## src/hw/rtl/utf8pg_pkg.sv

```systemverilog
// ----------------------------------------------------------------------------
// utf8pg_pkg
// Shared types, register codes and saturating helpers for the UTF-8 text
// paginator.
// ----------------------------------------------------------------------------
package utf8pg_pkg;

    localparam int unsigned APB_ADDR_W = 5;
    localparam int unsigned APB_DATA_W = 32;

    localparam logic [2:0] REG_LINE_WIDTH   = 3'd0;
    localparam logic [2:0] REG_PAGE_HEIGHT  = 3'd1;
    localparam logic [2:0] REG_NARROW_WIDTH = 3'd2;
    localparam logic [2:0] REG_WIDE_WIDTH   = 3'd3;
    localparam logic [2:0] REG_LINE_HEIGHT  = 3'd4;

    localparam logic [11:0] LINE_WIDTH_RST   = 12'd296;
    localparam logic [11:0] PAGE_HEIGHT_RST  = 12'd128;
    localparam logic [7:0]  NARROW_WIDTH_RST = 8'd8;
    localparam logic [7:0]  WIDE_WIDTH_RST   = 8'd16;
    localparam logic [7:0]  LINE_HEIGHT_RST  = 8'd16;

    localparam logic [7:0] NEWLINE_BYTE = 8'h0A;

    localparam logic ACTION_BYTE  = 1'b0;
    localparam logic ACTION_FLUSH = 1'b1;

    localparam logic KIND_PAGE  = 1'b0;
    localparam logic KIND_ERROR = 1'b1;

    typedef struct packed {
        logic [11:0] line_width;
        logic [11:0] page_height;
        logic [7:0]  narrow_width;
        logic [7:0]  wide_width;
        logic [7:0]  line_height;
    } cfg_t;

    typedef struct packed {
        logic        kind;
        logic [15:0] page_number;
        logic [31:0] page_offset;
        logic [15:0] page_bytes;
        logic        is_final;
    } result_t;

    function automatic logic [12:0] add_sat13(input logic [12:0] a, input logic [7:0] b);
        logic [13:0] s;
        s = {1'b0, a} + {6'd0, b};
        return s[13] ? 13'h1FFF : s[12:0];
    endfunction

    function automatic logic [15:0] add_sat16(input logic [15:0] a, input logic [2:0] b);
        logic [16:0] s;
        s = {1'b0, a} + {14'd0, b};
        return s[16] ? 16'hFFFF : s[15:0];
    endfunction

endpackage

```

## src/hw/rtl/utf8pg_core.sv

```systemverilog
// ----------------------------------------------------------------------------
// utf8pg_core
// Text state of the paginator: character assembly, greedy line wrap and page
// accounting. The next state and the result are formed combinationally.
// ----------------------------------------------------------------------------
module utf8pg_core (
    input  logic                aclk,
    input  logic                aresetn,
    input  logic                accept,
    input  logic                action,
    input  logic [7:0]          data_byte,
    input  utf8pg_pkg::cfg_t    cfg,
    output logic                res_valid,
    output utf8pg_pkg::result_t res
);
    import utf8pg_pkg::*;

    logic [1:0]  bytes_left_reg, bytes_left_next;
    logic [2:0]  char_length_reg, char_length_next;
    logic [31:0] char_start_reg, char_start_next;
    logic [31:0] byte_position_reg, byte_position_next;
    logic [12:0] line_used_reg, line_used_next;
    logic [12:0] height_used_reg, height_used_next;
    logic [15:0] current_page_reg, current_page_next;
    logic [31:0] page_start_reg, page_start_next;
    logic [15:0] page_bytes_reg, page_bytes_next;
    logic        halted_reg, halted_next;

    always_ff @(posedge aclk) begin
        if (!aresetn) begin
            bytes_left_reg    <= '0;
            char_length_reg   <= '0;
            char_start_reg    <= '0;
            byte_position_reg <= '0;
            line_used_reg     <= '0;
            height_used_reg   <= '0;
            current_page_reg  <= 16'd1;
            page_start_reg    <= '0;
            page_bytes_reg    <= '0;
            halted_reg        <= 1'b0;
        end else if (accept) begin
            bytes_left_reg    <= bytes_left_next;
            char_length_reg   <= char_length_next;
            char_start_reg    <= char_start_next;
            byte_position_reg <= byte_position_next;
            line_used_reg     <= line_used_next;
            height_used_reg   <= height_used_next;
            current_page_reg  <= current_page_next;
            page_start_reg    <= page_start_next;
            page_bytes_reg    <= page_bytes_next;
            halted_reg        <= halted_next;
        end
    end

    always_comb begin
        logic [31:0] next_pos;
        logic        do_place;
        logic [2:0]  plen;
        logic        pnl;
        logic [31:0] pstart;
        logic [7:0]  cw;
        logic [13:0] line_sum;
        logic [13:0] height_sum;
        logic        overflow;
        logic [12:0] h;
        logic [15:0] pcb;

        bytes_left_next    = bytes_left_reg;
        char_length_next   = char_length_reg;
        char_start_next    = char_start_reg;
        byte_position_next = byte_position_reg;
        line_used_next     = line_used_reg;
        height_used_next   = height_used_reg;
        current_page_next  = current_page_reg;
        page_start_next    = page_start_reg;
        page_bytes_next    = page_bytes_reg;
        halted_next        = halted_reg;

        res_valid       = 1'b0;
        res.kind        = KIND_PAGE;
        res.page_number = current_page_reg;
        res.page_offset = page_start_reg;
        res.page_bytes  = page_bytes_reg;
        res.is_final    = 1'b0;

        next_pos = (byte_position_reg == 32'hFFFF_FFFF) ? byte_position_reg
                                                        : byte_position_reg + 32'd1;
        do_place = 1'b0;
        plen     = 3'd1;
        pnl      = 1'b0;
        pstart   = byte_position_reg;

        if (!halted_reg) begin
            if (action == ACTION_FLUSH) begin
                if (page_bytes_reg != 16'd0) begin
                    res_valid    = 1'b1;
                    res.is_final = 1'b1;
                end
                bytes_left_next    = '0;
                char_length_next   = '0;
                char_start_next    = '0;
                byte_position_next = '0;
                line_used_next     = '0;
                height_used_next   = '0;
                current_page_next  = 16'd1;
                page_start_next    = '0;
                page_bytes_next    = '0;
            end else begin
                byte_position_next = next_pos;
                if (bytes_left_reg != 2'd0) begin
                    bytes_left_next = bytes_left_reg - 2'd1;
                    if (bytes_left_reg == 2'd1) begin
                        do_place = 1'b1;
                        plen     = char_length_reg;
                        pstart   = char_start_reg;
                    end
                end else begin
                    priority casez (data_byte)
                        8'b0???_????: begin
                            do_place = 1'b1;
                            pnl      = (data_byte == NEWLINE_BYTE);
                        end
                        8'b110?_????: begin
                            char_length_next = 3'd2;
                            char_start_next  = byte_position_reg;
                            bytes_left_next  = 2'd1;
                        end
                        8'b1110_????: begin
                            char_length_next = 3'd3;
                            char_start_next  = byte_position_reg;
                            bytes_left_next  = 2'd2;
                        end
                        8'b1111_0???: begin
                            char_length_next = 3'd4;
                            char_start_next  = byte_position_reg;
                            bytes_left_next  = 2'd3;
                        end
                        default: begin
                            res_valid       = 1'b1;
                            res.kind        = KIND_ERROR;
                            res.page_offset = byte_position_reg;
                            res.page_bytes  = '0;
                            halted_next     = 1'b1;
                        end
                    endcase
                end
            end
        end

        cw       = (plen == 3'd1) ? cfg.narrow_width : cfg.wide_width;
        line_sum = {1'b0, line_used_reg} + {6'd0, cw};
        overflow = (line_used_reg != 13'd0) && (line_sum > {2'b00, cfg.line_width});
        h        = add_sat13(height_used_reg, cfg.line_height);
        height_sum = {1'b0, h} + {6'd0, cfg.line_height};
        pcb      = pnl ? add_sat16(page_bytes_reg, plen) : page_bytes_reg;

        if (do_place) begin
            if (pnl || overflow) begin
                line_used_next   = '0;
                height_used_next = h;
                page_bytes_next  = pcb;
                if (height_sum > {2'b00, cfg.page_height}) begin
                    res_valid         = 1'b1;
                    res.page_bytes    = pcb;
                    page_start_next   = pnl ? next_pos : pstart;
                    page_bytes_next   = '0;
                    height_used_next  = '0;
                    current_page_next = add_sat16(current_page_reg, 3'd1);
                end
                if (!pnl) begin
                    line_used_next  = {5'd0, cw};
                    page_bytes_next = add_sat16(page_bytes_next, plen);
                end
            end else begin
                line_used_next  = add_sat13(line_used_reg, cw);
                page_bytes_next = add_sat16(page_bytes_reg, plen);
            end
        end
    end

endmodule

```

## src/hw/rtl/utf8_text_paginator.sv

```systemverilog
// ----------------------------------------------------------------------------
// utf8_text_paginator
// Greedy line wrap and pagination of a UTF-8 byte stream, with a page index
// entry per finished page and an error entry on an invalid lead byte.
// ----------------------------------------------------------------------------
//  Channel   Direction  Handshake          Content
//  s_*       in         s_tvalid/s_tready  data_byte in tdata, action in tuser
//  m_*       out        m_tvalid/m_tready  page entry in tdata, kind in tuser,
//                                          is_final in tlast
//  APB       in/out     psel/penable       five layout registers
//
// One byte is taken per cycle; the result of a transfer appears in the output
// register on the following cycle. The text state updates through adds and
// compares in the core. The input side stalls only while a result is
// held in the output register and m_tready is low. Reset is synchronous; it
// restores the registers to their defaults and clears the text state.
module utf8_text_paginator (
    input  logic                               aclk,
    input  logic                               aresetn,
    input  logic                               s_tvalid,
    output logic                               s_tready,
    input  logic [7:0]                         s_tdata,  // [7:0] data_byte
    input  logic                               s_tuser,  // [0] action
    output logic                               m_tvalid,
    input  logic                               m_tready,
    output logic [63:0]                        m_tdata,  // [15:0] page_number,
                                                         // [47:16] page_offset,
                                                         // [63:48] page_bytes
    output logic                               m_tuser,  // [0] kind
    output logic                               m_tlast,
    input  logic                               psel,
    input  logic                               penable,
    input  logic                               pwrite,
    input  logic [utf8pg_pkg::APB_ADDR_W-1:0]  paddr,
    input  logic [utf8pg_pkg::APB_DATA_W-1:0]  pwdata,
    output logic [utf8pg_pkg::APB_DATA_W-1:0]  prdata,
    output logic                               pready
);
    import utf8pg_pkg::*;

    cfg_t    cfg_reg;
    logic    accept;
    logic    res_valid;
    result_t res;
    logic    m_tvalid_reg, m_tvalid_next;
    result_t out_reg;
    logic    cfg_wr;
    logic [2:0] reg_idx;

    assign pready  = 1'b1;
    assign reg_idx = paddr[4:2];
    assign cfg_wr  = psel && penable && pwrite;

    always_ff @(posedge aclk) begin
        if (!aresetn) begin
            cfg_reg.line_width   <= LINE_WIDTH_RST;
            cfg_reg.page_height  <= PAGE_HEIGHT_RST;
            cfg_reg.narrow_width <= NARROW_WIDTH_RST;
            cfg_reg.wide_width   <= WIDE_WIDTH_RST;
            cfg_reg.line_height  <= LINE_HEIGHT_RST;
        end else if (cfg_wr) begin
            unique case (reg_idx)
                REG_LINE_WIDTH:   cfg_reg.line_width   <= pwdata[11:0];
                REG_PAGE_HEIGHT:  cfg_reg.page_height  <= pwdata[11:0];
                REG_NARROW_WIDTH: cfg_reg.narrow_width <= pwdata[7:0];
                REG_WIDE_WIDTH:   cfg_reg.wide_width   <= pwdata[7:0];
                REG_LINE_HEIGHT:  cfg_reg.line_height  <= pwdata[7:0];
                default: ;
            endcase
        end
    end

    always_comb begin
        unique case (reg_idx)
            REG_LINE_WIDTH:   prdata = {20'd0, cfg_reg.line_width};
            REG_PAGE_HEIGHT:  prdata = {20'd0, cfg_reg.page_height};
            REG_NARROW_WIDTH: prdata = {24'd0, cfg_reg.narrow_width};
            REG_WIDE_WIDTH:   prdata = {24'd0, cfg_reg.wide_width};
            REG_LINE_HEIGHT:  prdata = {24'd0, cfg_reg.line_height};
            default:          prdata = '0;
        endcase
    end

    assign s_tready = !m_tvalid_reg || m_tready;
    assign accept   = s_tvalid && s_tready;

    utf8pg_core u_core (
        .aclk      (aclk),
        .aresetn   (aresetn),
        .accept    (accept),
        .action    (s_tuser),
        .data_byte (s_tdata),
        .cfg       (cfg_reg),
        .res_valid (res_valid),
        .res       (res)
    );

    always_comb begin
        m_tvalid_next = m_tvalid_reg;
        if (accept) begin
            m_tvalid_next = res_valid;
        end else if (m_tready) begin
            m_tvalid_next = 1'b0;
        end
    end

    always_ff @(posedge aclk) begin
        if (!aresetn) begin
            m_tvalid_reg <= 1'b0;
        end else begin
            m_tvalid_reg <= m_tvalid_next;
        end
    end

    always_ff @(posedge aclk) begin
        if (accept && res_valid) begin
            out_reg <= res;
        end
    end

    assign m_tvalid = m_tvalid_reg;
    assign m_tdata  = {out_reg.page_bytes, out_reg.page_offset, out_reg.page_number};
    assign m_tuser  = out_reg.kind;
    assign m_tlast  = out_reg.is_final;

    a_ready_when_empty: assert property (@(posedge aclk) disable iff (!aresetn)
        !m_tvalid_reg |-> s_tready)
        else $error("input stalled with an empty output register");

    a_error_shape: assert property (@(posedge aclk) disable iff (!aresetn)
        (m_tvalid && m_tuser == KIND_ERROR) |-> (m_tdata[63:48] == 16'd0 && !m_tlast))
        else $error("error entry carries a byte count or final mark");

    a_page_nonzero: assert property (@(posedge aclk) disable iff (!aresetn)
        m_tvalid |-> (m_tdata[15:0] != 16'd0))
        else $error("page number zero in a result");

    a_final_nonempty: assert property (@(posedge aclk) disable iff (!aresetn)
        (m_tvalid && m_tlast) |-> (m_tdata[63:48] != 16'd0))
        else $error("final entry for an empty page");

endmodule

```

## config.mk

```make
export PLATFORM = sky130hd
export DESIGN_NAME = utf8_text_paginator
export DESIGN_NICKNAME = d
export VERILOG_FILES = /design/src/hw/rtl/utf8pg_pkg.sv /design/src/hw/rtl/utf8pg_core.sv /design/src/hw/rtl/utf8_text_paginator.sv
export SDC_FILE = /design/constraint.sdc
export NUM_CORES = 1
export LEC_CHECK = 0
export BUFFER_PORTS_ARGS = -buffer_cell sky130_fd_sc_hd__buf_4
export CAP_MARGIN = 30
export CORE_UTILIZATION = 30
export DETAILED_ROUTE_END_ITERATION = 6
export PLACE_DENSITY_LB_ADDON = 0.2
export RECOVER_POWER = 25
export SYNTH_ARGS = -nofsm -noshare
export SYNTH_HDL_FRONTEND = slang
export SYNTH_SLANG_ARGS = --single-unit
```

## constraint.sdc

```tcl
create_clock -name aclk -period 22.7 [get_ports aclk]
set_input_delay 3.405 -clock aclk [delete_from_list [all_inputs] [get_ports aclk]]
set_output_delay 3.405 -clock aclk [all_outputs]
set_load 0.005 [all_outputs]
```

# After elaboration in Yosys (flattened, before gate mapping)
# Index checks and enable logic that the tools add are counted.
[word_totals] reg_bits=275 out_inout_bits=101
[classes] addsub=8 reduce_logical=30 n_eq_ne=13 muxes=85 n_lt_le_gt_ge=2 bitwise=3
[op_table] operator="two-way mux 32 bit" n=15
[op_table] operator="two-way mux 16 bit" n=20
[op_table] operator="two-way mux 48 bit" n=3
[op_table] operator="two-way mux 13 bit" n=11
[op_table] operator="case mux 12 bit (5 select lines)" n=1
[op_table] operator="two-way mux 49 bit" n=1
[op_table] operator="adder 13 x 8 -> 14 bit" n=3
[op_table] operator="adder 16 x 3 -> 17 bit" n=2
[op_table] operator="adder 32 x 1 -> 32 bit (second input constant)" n=1
[op_table] operator="== test 32 bit (second input constant)" n=1
[op_table] operator="greater-than comparator 14 x 12 -> 1 bit" n=2
[op_table] operator="two-way mux 1 bit" n=22
[op_table] operator="two-way mux 3 bit" n=6
[op_table] operator="adder 16 x 1 -> 17 bit (second input constant)" n=1
[op_table] operator="two-way mux 8 bit" n=2
[op_table] operator="nonzero test 16 bit" n=1
[op_table] operator="nonzero test 13 bit" n=1
[op_table] operator="AND reduction 2 bit" n=6
[op_table] operator="case mux 3 bit (3 select lines)" n=1
[op_table] operator="== test 8 x 4 -> 1 bit (second input constant)" n=1
[op_table] operator="AND reduction 4 bit" n=2
[op_table] operator="nonzero test 2 bit" n=4
[op_table] operator="== test 3 x 1 -> 1 bit (second input constant)" n=2
[op_table] operator="== test 3 x 2 -> 1 bit (second input constant)" n=2
[op_table] operator="other kinds (19)" n=30

# Logic depth before layout (Yosys ltp)
# Gate-level depths: netlist of the first run.
[depth] depth_word=18 ltp_mapped=39 mapped_depth_nobuf=37

# Cells and area by module
# From an unflattened synthesis of the first run, not the netlist that was laid out.
[hier_totals] cells_unflattened=2024 hier_area_um2=16473.3
[by_module_without_submodules] module="utf8pg_core" cells_each=1696 n_inst=1 area_each_um2=12005.3
[by_module_without_submodules] module="utf8_text_paginator" cells_each=328 n_inst=1 area_each_um2=4468.0

# Least setup slack after synthesis of the first run
# No wires, ideal clock.
[synth_path] kind="input -> register" from="in s_tuser" to="reg out_reg, in the netlist m_tdata[0], enable pin" n_path_buf=3 slack_ps=11093 cell_stages=25 required_ps=22188 t_arrival_ps=11095 path_cell_list="buf_2 nor3_2 and2_1 clkbuf_1 nand2_1 inv_1 nor3b_2 mux2_2 ha_1 a21oi_1 o211ai_1 a311o_1 a21oi_1 nor2b_1 o21a_1 xor2_1 ha_1 nand4_1 nor4_1 a31oi_1 o211ai_1 nand4b_1 nand3_1 clkbuf_1 a21oi_1"
[synth_between] elab_chain_len=11 word_cells_on_any_way=18 classes_between="add/sub (1); order compare (1); eq/ne (1); mux (12); reduce/logical (3)"
[synth_lines] item="start, declared" line_no="utf8_text_paginator.sv:23" rtl="input logic s_tuser,"
[synth_lines] item="two-way mux 3 bit" line_no="utf8pg_core.sv:94" rtl="if (action == ACTION_FLUSH) begin"
[synth_lines] item="two-way mux 3 bit" line_no="utf8pg_core.sv:93" rtl="if (!halted_reg) begin"
[synth_lines] item="== test 3 x 1 -> 1 bit" line_no="utf8pg_core.sv:150" rtl="cw = (plen == 3'd1) ? cfg.narrow_width : cfg.wide_width;"
[synth_lines] item="two-way mux 8 bit" line_no="utf8pg_core.sv:150"
[synth_lines] item="adder 13 x 8 -> 14 bit" line_no="utf8pg_core.sv:151" rtl="line_sum = {1'b0, line_used_reg} + {6'd0, cw};"
[synth_lines] item="greater-than comparator 14 x 12 -> 1 bit" line_no="utf8pg_core.sv:152" rtl="overflow = (line_used_reg != 13'd0) && (line_sum > {2'b00, cfg.line_width});"
[synth_lines] item="logical AND 1 bit" line_no="utf8pg_core.sv:152"
[synth_lines] item="logical OR 1 bit" line_no="utf8pg_core.sv:158" rtl="if (pnl || overflow) begin"
[synth_lines] item="two-way mux 1 bit" line_no="utf8pg_core.sv:158"
[synth_lines] item="two-way mux 1 bit (*)" line_no="utf8pg_core.sv:157" rtl="if (do_place) begin"
[synth_lines] item="logical AND 1 bit (*)" line_no="utf8_text_paginator.sv:116" rtl="if (accept && res_valid) begin"
[synth_lines] item="end signal, assigned" line_no="utf8_text_paginator.sv:117" rtl="out_reg <= res;"
[synth_lines] item="end, declared" line_no="utf8_text_paginator.sv:46" rtl="result_t out_reg;"
# Every way passes the cells marked *; elsewhere a longest branch is shown, timed or not.
# A chain may end at the register's enable or synchronous reset.

# Final worst setup path of the first run
[layout_path] from="in s_tuser" to="reg out_reg, in the netlist m_tdata[24], enable pin"
# Same word-level chain as after synthesis.

==> results summary, run 1 <==
The root buffer cell chosen for the clock tree is clkbuf_16. Entering global routing, the biggest net connects 86 pins. The count of endpoints failing hold in the final timing report came out at 0. TritonCTS created 34 clock buffers.

After clock tree synthesis, the setup repair step added 0 buffers. The number of antenna violations at the first check in global routing came out at 0. After clock tree synthesis, the repair step resized 0 gates. The area added between synthesis and finish is 14.1%.

The global router's overall resource usage is 17.7%. Clock-pin slew was measured on the worst setup and hold paths at 0.07 ns. 154 I/O pins were placed. The total number of vias came out at 14984. The startpoint identified for the worst hold timing path is u_core.char_length_reg[1].

In the post-synthesis netlist, the cell with the most instances is nand2_1. The H-tree level count came out at 2. The number of search-and-repair iterations in the first detailed-routing pass came out at 5. Sequential elements use 37.4% of the synthesized area. The highest clock rate is 0.0828 GHz. The worst hold path belongs to the class reg -> reg. The capturing element type of the critical path is a flip-flop. The async set-or-reset flop fraction in the synthesized netlist came out at 0%. The area enclosed by the die boundary is 0.0560 mm^2. The count of routing violations after the opening detailed-route iteration is 1048. The worst pin sits at a relative slew slack of -52.0%.

The worst-case setup margin in the final layout came out at 10.63 ns. The via count of the first global-routing pass is 13897. After synthesis, the most frequently instantiated cells are 261 x nand2_1, 209 x dfxtp_1, 153 x a21oi_1. The share of the cycle needed by the critical path after routing came out at 53.2%.

Yosys mapped the design onto 86 distinct sky130hd cell types. The clock tree from TritonCTS is built. In the routed layout, each cell is associated on average with a via count of 5.44. The worst setup path is launched from an input pin. The checks that failed: max-capacitance violations, max-slew violations. In this run the mean area of a mapped cell was 8.24 um^2. After detailed routing, the average wire length per cell comes to 18.5 um. The detailed placer's ending HPWL is 33.4 mm. The share of synthesized area in the top cell type comes to 25.3%. The net total in the final layout is 2145. In this run the core area contains 85 standard-cell rows. The starting density of the core is 30.5%.

The peak per-stage delay on the critical path came out at 1.58 ns. The number of synthesized flops with an enable pin came out at 66. By area the synthesized netlist is led by dfxtp_1 25%, edfxtp_1 12%, nand2_1 5.9%. The first global-routing pass estimated 79.7 mm of wire.

The worst clock skew is 0.0175 ns. The DRC violation count after routing came out at 0. The fraction of layout cells with a size suffix above 1 is 10.8%. The worst register-to-register path has a setup slack of 14.54 ns.

Among all flip-flop cells after synthesis, the most frequent one is dfxtp_1. The horizontal die dimension came out at 237 um. The startpoint of the worst-slack reg-to-reg timing path is cfg_reg[6]. The worst-case clock buffer depth came out at 3.

The overall power after layout is 0.00116 W. The Yosys step of the flow raised 0 warnings. The count of input and output buffers came out at 110. The max capacitance violation total came out at 1. The detail route stage leaves a number of antenna-violating nets equal to 0.

The number of standard cells after synthesis is 2002. The required time of the worst setup path came out at 22.90 ns. The clock period minus worst slack is 12.07 ns. The flop and latch count out of synthesis came out at 275. The beginning of the critical path is s_tuser. The largest total area in the synthesized netlist belongs to dfxtp_1. For the worst setup path, the data arrival time is 12.28 ns.

The post-synthesis instance area is 0.0165 mm^2. The later pin in the worst-skew pair is clocked with a latency of 0.56 ns. VDD sags by at most 36.6 uV. The post-placement worst setup slack is 11.45 ns.

The analysis attributes to cell leakage a power of 6.77 nW. The core region is 0.0541 mm^2. The flow ran to the end, but the final reports show violations.

After detailed routing, the total wire length is 51.0 mm. The type of the setup path with the least slack is in -> reg. Setup repair after global routing left no endpoint under its margin.

For the pin with the worst max-slew slack, the measured transition is 2.28 ns. The final total negative setup slack came out at 0 ns. The number of sinks driven by the clock tree came out at 275.

The final estimated routing congestion in global placement is 0.891. The final setup violation count is 0. The sum of overflow across all layers after global routing came out at 0. The cell with the biggest individual delay on the critical path is clkbuf_1. The register with the most flip-flops in the layout has 64 of them.

The number of buffers inserted by hold repair at cts came out at 0. The die is 237 um tall. Along the worst path, the maximum fanout reaches 46. The final count of pins violating max slew came out at 47. The ratio of total power to cell area came out at 61.6 mW/mm^2.
==> critical path: cells and delay by family <==
kind                     cells  cell delay (ns)
AND/OR/NAND/NOR              9             2.87
buffers and inverters        4             2.47
AO/OA/AOI/OAI                8             2.18
adder cells (fa/ha/maj)      2             0.60
multiplexers                 1             0.46
XOR/XNOR                     1             0.19
==> metrics by stage <==
stage / std cells / instance area (um^2) / util, % / hold WS, ns
floorplan: 2021 / 16600 / - / 0.421
global placement: 2688 / 17700 / 32.8 / 0.434
detailed placement: 2690 / 17800 / 32.8 / 0.440
CTS: 2752 / 18900 / 34.9 / 0.450
global route: 2753 / 18800 / 34.8 / 0.458
finish: 2754 / 18800 / 34.8 / 0.446
==> layout make-up <==
class	instances	area, um^2
inverter	62	233
timing repair buffer	133	962
clock inverter	18	159
fill	5568	35300
tap	696	871
clock buffer	44	940
multi-input combinational	1525	9500
antenna	1	2.50
sequential	275	6170
==> routing by layer <==
metal	up-vias	track usage, %	wire length (um)
li1	7260	-	-
met1	7200	24.4	24300
met2	451	28.2	23000
met3	73	2.98	2640
met4	0	5.25	1040
met5	-	0	0
==> where the power goes <==
| group | internal [W] | total (W) | switching, W |
|---|---|---|---|
| logic | 0.0000360 | 0.000105 | 0.0000686 |
| clock network | 0.000318 | 0.000544 | 0.000227 |
| registers | 0.000508 | 0.000512 | 0.00000453 |
| total | 0.000861 | 0.00116 | 0.000300 |
==> final timing paths <==
kind                                                  end  depth (start not counted)
worst max register to register   u_core.page_bytes_reg[9]                         32
worst min-delay path            u_core.char_length_reg[1]                          2
worst max-delay path                          m_tdata[24]                         25
worst min register to register  u_core.char_length_reg[1]                          2
==> cell usage in the layout (no fill, tap or decap), types with 46 or more instances in the layout <==
cell type  synthesis  routed
nand2_1          261     261
mux2i_1           65      65
edfxtp_1          66      66
dfxtp_1          209     209
buf_4             22      78
ha_1              56      56
nor3_1            46      46
nor2b_1          122     122
inv_1             62      62
nor2_1           107     107
a21oi_1          153     152
nand3_1           63      62
o21ai_0          151     151
==> cell families (layout without fill, tap and decap cells) <==
| group | after synthesis | count (layout) | share of synthesized area [%] |
|---|---|---|---|
| other cells | 2 | 22 | 0.0455 |
| simple gates | 758 | 758 | 23.0 |
| fa+ha+maj | 61 | 61 | 4.85 |
| mux | 76 | 76 | 4.69 |
| buf+inv | 221 | 257 | 5.72 |
| flops | 275 | 275 | 37.4 |
| xor+xnor | 38 | 38 | 2.02 |
| compound gates | 571 | 571 | 22.3 |
Power figures use the tool's default switching activity.
==> run 2, diff against run 1 <==
Settings changed: ABC_AREA set to 1.
Clock period 22.7 ns to 10.5 ns, I/O delays scaled along.
==> run 2 against run 1 <==
  * The flow still finishes with violations (max-capacitance violations, max-slew violations)
  * Total power is 130% higher
  * First-iteration DRC count is 39% higher
  * Synthesized area is 6.3% higher
  * Register-to-register slack worse by 11 ns
  * Critical endpoint is now u_core.height_used_reg[12]
  * Largest power group unchanged
==> results summary, run 2 <==
The checks that failed: max-capacitance violations, max-slew violations. The cell leakage power came to 7.66 nW (+13%). The total area of multi-input combinational cells is 0.00974 mm^2 (+2.5%).

Ranked by total cell area, the synthesized netlist is headed by dfxtp_1 24%, edfxtp_1 11%, nand2_1 11%. The count of routing violations after the opening detailed-route iteration came to 1460 (+39%). The proportion of synthesized chip area in sequential cells came out at 35.2% (-2.2 points). The worst clock skew came to 0.0268 ns (+0.00933 ns). The clock latency on the worst-skew pair came out at 0.56 ns (about the same). The average detailed-routed wire length per instance was 17.2 um (-6.8%).

In this run the most critical hold path is launched from u_core.char_start_reg[9]. The layer flagged by global routing as most heavily used is met2. The sum of overflow across all layers after global routing came out at 0 (unchanged).

The via density per instance is 5.11 (-6.2%). The met1 track demand over resource came out at 27.4% (+3.0 points). The horizontal die dimension came out at 244 um (+3.1%). The quantity of gates resized following cts came to 0 (unchanged). The area enclosed by the die boundary was 0.0594 mm^2 (+6.2%). The height of the chip is 244 um (+3.1%). The detailed placer's ending HPWL was 39.7 mm (+19%).

The required time of the worst setup path is 11.00 ns (-11.90 ns). Derived from the worst setup path, the maximum achievable clock frequency is 0.120 GHz. The area share of the largest cell type after synthesis is 23.9% (-1.5 points). The number of search-and-repair iterations in the first detailed-routing pass was 5 (unchanged). TritonCTS built the clock tree. The library cell used most frequently in the layout, excluding fill and tap cells, is nand2_1.

The worst-case clock buffer depth came out at 3 (unchanged). For this design, the slowest cell found on the critical path is clkinvlp_2. The total number of vias is 16926 (+13%). The number of sinks driven by the clock tree is 275 (unchanged). Counting instances in the post-synthesis netlist gives the leading cell types as 527 x nand2_1, 243 x o21ai_0, 241 x inv_1. The cell total after placement is 3253 (+21%). The final total negative setup slack is 0 ns (unchanged).

The largest net degree at the start of global routing came to 83 (-3.5%). Setup repair after global routing left no endpoint under its margin. The final count of pins violating max slew was 172 (+270%). The first-pass GRT wire length is 90.2 mm (+13%). The arrival time of the worst setup path came out at 8.81 ns (-3.47 ns). The cell sitting at the root of the clock tree is a clkbuf_16.

The number of synthesized flops with an enable pin came out at 66 (unchanged). The transition time at the pin with the least slew margin came to 3.28 ns (+1.00 ns). The signal on the critical path passes through clkbuf_1 > clkinvlp_2 > buf_4 > a21oi_1 > o21ai_0 > inv_1. The global router's overall resource usage is 19.0% (+1.3 points).

The area added between synthesis and finish came out at 14.1% (about the same). The cell area after placement was 0.0189 mm^2 (+6.4%). The post-synthesis instance area came out at 0.0175 mm^2 (+6.3%). The final estimated routing congestion in global placement came to 0.914 (+2.6%).

The number of standard cells in the layout, taps in and fillers out is 3315 (+20%). The final cell area excluding filler cells came out at 0.0200 mm^2 (+6.2%). The global-route track usage on met3 came out at 2.92% (-0.065 points). The total detailed-routing wirelength came to 57.2 mm (+12%).

The DRC violation count after routing came out at 0 (unchanged). By instance count, the leading cell after synthesis is nand2_1. The async set-or-reset flop fraction in the synthesized netlist came out at 0% (unchanged). The starting density of the core was 30.4% (-0.093 points).

The largest area contributor in the synthesized netlist is dfxtp_1. The class of the tightest hold or removal check is reg -> reg. The worst voltage drop across the vdd grid is 106 uV (+190%).

The number of standard cells after synthesis was 2484 (+24%). The final antenna diode count came out at 0 (-1). The number of distinct standard cells referenced by the synthesized netlist came out at 63 (-27%). In this run the critical register-to-register path is launched from u_core.halted_reg. The number of buffers created by CTS is 36 (+5.9%). By startpoint and endpoint, the worst setup path is classified as in -> reg.

The ratio of total power to cell area came to 131 mW/mm^2 (+110%). The footprint of the flip-flops and latches is 0.00617 mm^2 (unchanged). The fraction of layout cells with a size suffix above 1 came to 11.3% (+0.45 points). The via count of the first global-routing pass came out at 15702 (+13%). The number of warning messages in the yosys log came out at 0 (unchanged). The worst slew slack as a fraction of its limit was -119% (-67 points). The number of ports placed on the die boundary is 154 (unchanged). The flop and latch count out of synthesis is 275 (unchanged).

In the layout the commonest cells are 526 x nand2_1, 242 x o21ai_0, 240 x inv_1. The count of input and output buffers is 110 (unchanged). The number of buffers inserted by hold repair at cts was 0 (unchanged). The type of origin of the critical path is an input pin. The share of the cycle needed by the critical path after routing came out at 79.1%. In the synthesized netlist the dominant register cell turns out to be dfxtp_1. The count of endpoints failing hold in the final timing report is 0 (unchanged). STA classifies the critical path endpoint as a flip-flop. In this run the worst setup path begins at aresetn. The post-CTS setup buffer count is 0 (unchanged). The peak per-stage delay on the critical path came out at 3.35 ns (+1.77 ns). The final setup violation count came out at 0 (unchanged). The fill cell total of the finished layout is 6132 (+10%).

The overall power after layout came to 0.00262 W (+130%). The run finished, with violations left. The synthesized area per cell was 7.06 um^2 (-14%).

The number of antenna violations at the first check in global routing came out at 0 (unchanged). The remaining antenna violation count is 0 (unchanged). The max capacitance violation total came out at 3 (+2).

The clock period minus worst slack came out at 8.31 ns. The net total in the final layout was 2640 (+23%). The maximum fanout along the worst path came out at 82 (+78%).

The end-of-flow core utilization came out at 34.7% (-0.13 points). The flip-flop count of the largest register, all copies and words added was 64 (unchanged). The H-tree level count came out at 2 (unchanged). The area of the placeable core came to 0.0577 mm^2 (+6.6%). The number of placement rows came out at 88 (+3.5%). The global-route met2 utilization is 29.4% (+1.1 points).

The clock-pin transition on the worst setup and hold timing paths came out at 0.06 ns (about the same).
-- run 2: metal layers --
layer,part of all wire [%],routed length [um],vias up
met3,6.2,3520,54
met2,44,25000,498
met5,0,0,-
li1,-,-,8433
met4,1.6,908,0
met1,48,27700,7941
-- run 2: power by group --
group	leakage, nW	switching (W)	internal [W]
registers	2.32	0.0000221	0.00111
logic	4.80	0.000196	0.0000854
clock network	0.542	0.000512	0.000696
total	7.66	0.000730	0.00189
-- run 2: critical path: cells and delay by family --
family / cells / cell delay (ns)
AOI/OAI and AO/OA: 2 / 0.35
buffers and inverters: 4 / 6.78
-- run 2: path summary, 6_finish.rpt --
kind | to | slack, ns | cells after the start
worst min-delay path | u_core.char_start_reg[9] | 0.46 | 2
worst max register to register | m_tdata[48] | 3.39 | 37
worst max-delay path | u_core.height_used_reg[12] | 2.19 | 6
worst min register to register | u_core.char_start_reg[9] | 0.46 | 2
-- run 2: logic make-up after synthesis --
family / Yosys count / synth area share, %
buffers and inverters: 419 / 9.85
AND/OR/NAND/NOR: 996 / 25.4
other: 2 / 0.0428
multiplexers: 3 / 0.171
AO/OA/AOI/OAI: 656 / 21.2
flip-flops: 275 / 35.2
adder cells (fa/ha/maj): 61 / 4.57
XOR/XNOR: 72 / 3.60
-- run 2: layout make-up --
type,instances,share of cell area [%]
repair buffers,135,4.92
clock buffers,48,4.98
flip-flops and latches,275,30.8
inverters,269,5.09
clock inverters,14,0.694
multi-input cells,1809,48.7
well taps,765,4.79
-- run 2: per-stage QoR --
stage | hold WS (ns) | setup WS, ns
detailed placement | 0.453 | 1.91
global route | 0.472 | 1.68
global placement | 0.446 | 1.91
finish | 0.460 | 2.19
CTS | 0.462 | 2.45
floorplan | 0.437 | 2.91
==> run 3, diff against run 2 <==
Clock period 10.5 ns to 7.6 ns, I/O delays scaled along.
==> run 3 against run 2 <==
  * Worst setup slack got worse by 1.3 ns
  * Critical path depth increased by 34
  * Non-clock buffer count increased by 9
  * Clock skew about the same
  * Global-route usage decreased by 0.060 points
  * Cell area increased by 0.91%
  * Total power increased by 42%
  * Clock power increased by 47%
  * Highest routed layer unchanged
  * The run still ends with max-capacitance violations, max-slew violations left
  * Worst hold slack improved by 0.0013 ns
  * Via count increased by 0.19%
  * Largest power group unchanged
  * Die area unchanged
  * Cell count increased by 0.39%
==> results summary, run 3 (same netlist as run 2, synthesis figures left out) <==
The run finished, with violations left. The checks that failed: max-capacitance violations, max-slew violations. The maximum fanout along the worst path is 37 (-55%).

The peak per-stage delay on the critical path is 0.46 ns (-2.89 ns). The class of the tightest hold or removal check is reg -> reg. The horizontal die dimension came out at 244 um (unchanged). The H-tree level count is 2 (unchanged).

The most numerous cell type found on the critical path is nand2_1. The starting density of the core is 30.4% (unchanged). The max capacitance violation total came to 2 (-1). The number of buffers created by CTS is 36 (unchanged). The final antenna diode count came out at 0 (unchanged).

The clock-pin transition on the worst setup and hold timing paths is 0.06 ns (about the same). The largest net degree at the start of global routing was 83 (unchanged). The type of the setup path with the least slack is in -> reg. The flip-flop count of the largest register, all copies and words added is 64 (unchanged).

The clock period minus worst slack came out at 6.74 ns. The tightest hold margin is 0.462 ns (+0.00127 ns). The clock latency on the worst-skew pair is 0.56 ns (about the same). The total detailed-routing wirelength was 57.1 mm (about the same). The area enclosed by the die boundary came out at 0.0594 mm^2 (unchanged). The ratio of total power to cell area is 185 mW/mm^2 (+41%). The post-CTS setup buffer count came out at 0 (unchanged). The final estimated routing congestion in global placement came out at 0.904 (-1.2%). The remaining antenna violation count came to 0 (unchanged).

Among all stages on the critical path, the largest delay is contributed by buf_4. TritonCTS built the clock tree. The final cell area excluding filler cells was 0.0202 mm^2 (+0.91%). The count of endpoints failing hold in the final timing report came out at 0 (unchanged). The final setup violation count is 0 (unchanged). The number of placement rows came out at 88 (unchanged). The DRC violation count after routing is 0 (unchanged). The cell leakage power is 7.75 nW (+1.1%).

The final total negative setup slack is 0 ns (unchanged). In the layout the commonest cells are 526 x nand2_1, 242 x o21ai_0, 240 x inv_1. The first-pass GRT wire length is 90.0 mm (-0.20%). The most common cell after layout, fill and taps aside is nand2_1. The number of sinks driven by the clock tree is 275 (unchanged). The number of buffers inserted by hold repair at cts is 0 (unchanged). The quantity of gates resized following cts came to 0 (unchanged).

The average detailed-routed wire length per instance came out at 17.2 um (-0.48%). The share of the cycle needed by the critical path after routing came out at 88.6%. The worst setup path is launched from an input pin. The height of the chip is 244 um (unchanged). The detailed placer's ending HPWL is 40.1 mm (+0.87%).

The sum of overflow across all layers after global routing came out at 0 (unchanged). The arrival time of the worst setup path was 7.23 ns (-1.58 ns). The tree is rooted in a clkbuf_16. The fraction of layout cells with a size suffix above 1 is 11.4% (+0.060 points). The via density per instance is 5.10 (-0.20%). The via count of the first global-routing pass came out at 15794 (+0.59%). The global router's overall resource usage is 18.9% (-0.060 points). The highest clock rate came out at 0.148 GHz.

The worst slew slack as a fraction of its limit came out at -113% (+5.7 points). The transition time at the pin with the least slew margin is 3.18 ns (-0.103 ns). The number of search-and-repair iterations in the first detailed-routing pass is 5 (unchanged). The count of routing violations after the opening detailed-route iteration is 1397 (-4.3%). The worst voltage drop across the vdd grid was 150 uV (+42%). The worst-case clock buffer depth came to 3 (unchanged).

The number of ports placed on the die boundary is 154 (unchanged). The count of input and output buffers is 110 (unchanged). The final count of pins violating max slew came out at 124 (-28%). Setup repair after global routing left no endpoint under its margin.

The worst clock skew was 0.0265 ns (-0.000324 ns). The number of antenna violations at the first check in global routing came out at 0 (unchanged). The cell area after placement came out at 0.0190 mm^2 (+0.54%). The total number of vias came to 16959 (+0.19%). The required time of the worst setup path is 8.09 ns (-2.91 ns). The area of the placeable core is 0.0577 mm^2 (unchanged).

The net total in the final layout came out at 2649 (+0.34%). STA classifies the critical path endpoint as a flip-flop. Relative to the synthesized area, the layout overhead comes to 15.1%.
## run 3: worst max-delay path, delay by kind of cell
| kind | cells | cell delay, ns |
|---|---|---|
| buf+inv | 12 | 1.96 |
| fa+ha+maj | 3 | 0.98 |
| simple gates | 16 | 1.79 |
| compound gates | 8 | 1.10 |
| xor+xnor | 1 | 0.24 |
## run 3: report_power, final
group	internal (W)	switching [W]	leakage [nW]
clock	0.00106	0.000719	0.598
combinational	0.000119	0.000274	4.83
sequential	0.00154	0.0000301	2.32
total	0.00272	0.00102	7.75
## run 3: path summary, 6_finish.rpt
path                                                start                    endpoint  slack (ns)  cells past startpoint
worst min register to register  u_core.char_start_reg[14]   u_core.char_start_reg[14]        0.46                      2
worst min-delay path            u_core.char_start_reg[14]   u_core.char_start_reg[14]        0.46                      2
worst max-delay path                              s_tuser  u_core.height_used_reg[12]        0.86                     40
worst max register to register                 cfg_reg[4]    u_core.page_bytes_reg[5]        1.07                     37
## run 3: final cells by class
cell class	count	area [um^2]
repair buffers	144	1060
flip-flops and latches	275	6170
inverters	269	1020
clock inverters	13	168
multi-input cells	1809	9750
clock buffers	53	1070
fillers	6203	37500
well taps	765	957
## run 3: through the flow
| stage | power (W) | utilization, % | setup slack (ns) | std cells |
|---|---|---|---|---|
| after floorplan | 0.00185 | - | 0.445 | 2503 |
| after global placement | 0.00198 | 32.9 | 0.464 | 3260 |
| after detailed placement | 0.00199 | 33.0 | 0.380 | 3261 |
| after CTS | 0.00380 | 35.1 | 0.936 | 3327 |
| after global routing | 0.00390 | 35.0 | 0.207 | 3328 |
| final | 0.00374 | 35.0 | 0.863 | 3328 |
## run 3: per-layer routing
layer	up-vias	wire length (um)	track usage, %
li1	8450	-	-
met1	7983	28000	27.6
met2	460	24600	28.8
met3	66	3410	2.75
met4	0	1100	5.07
met5	-	0	0
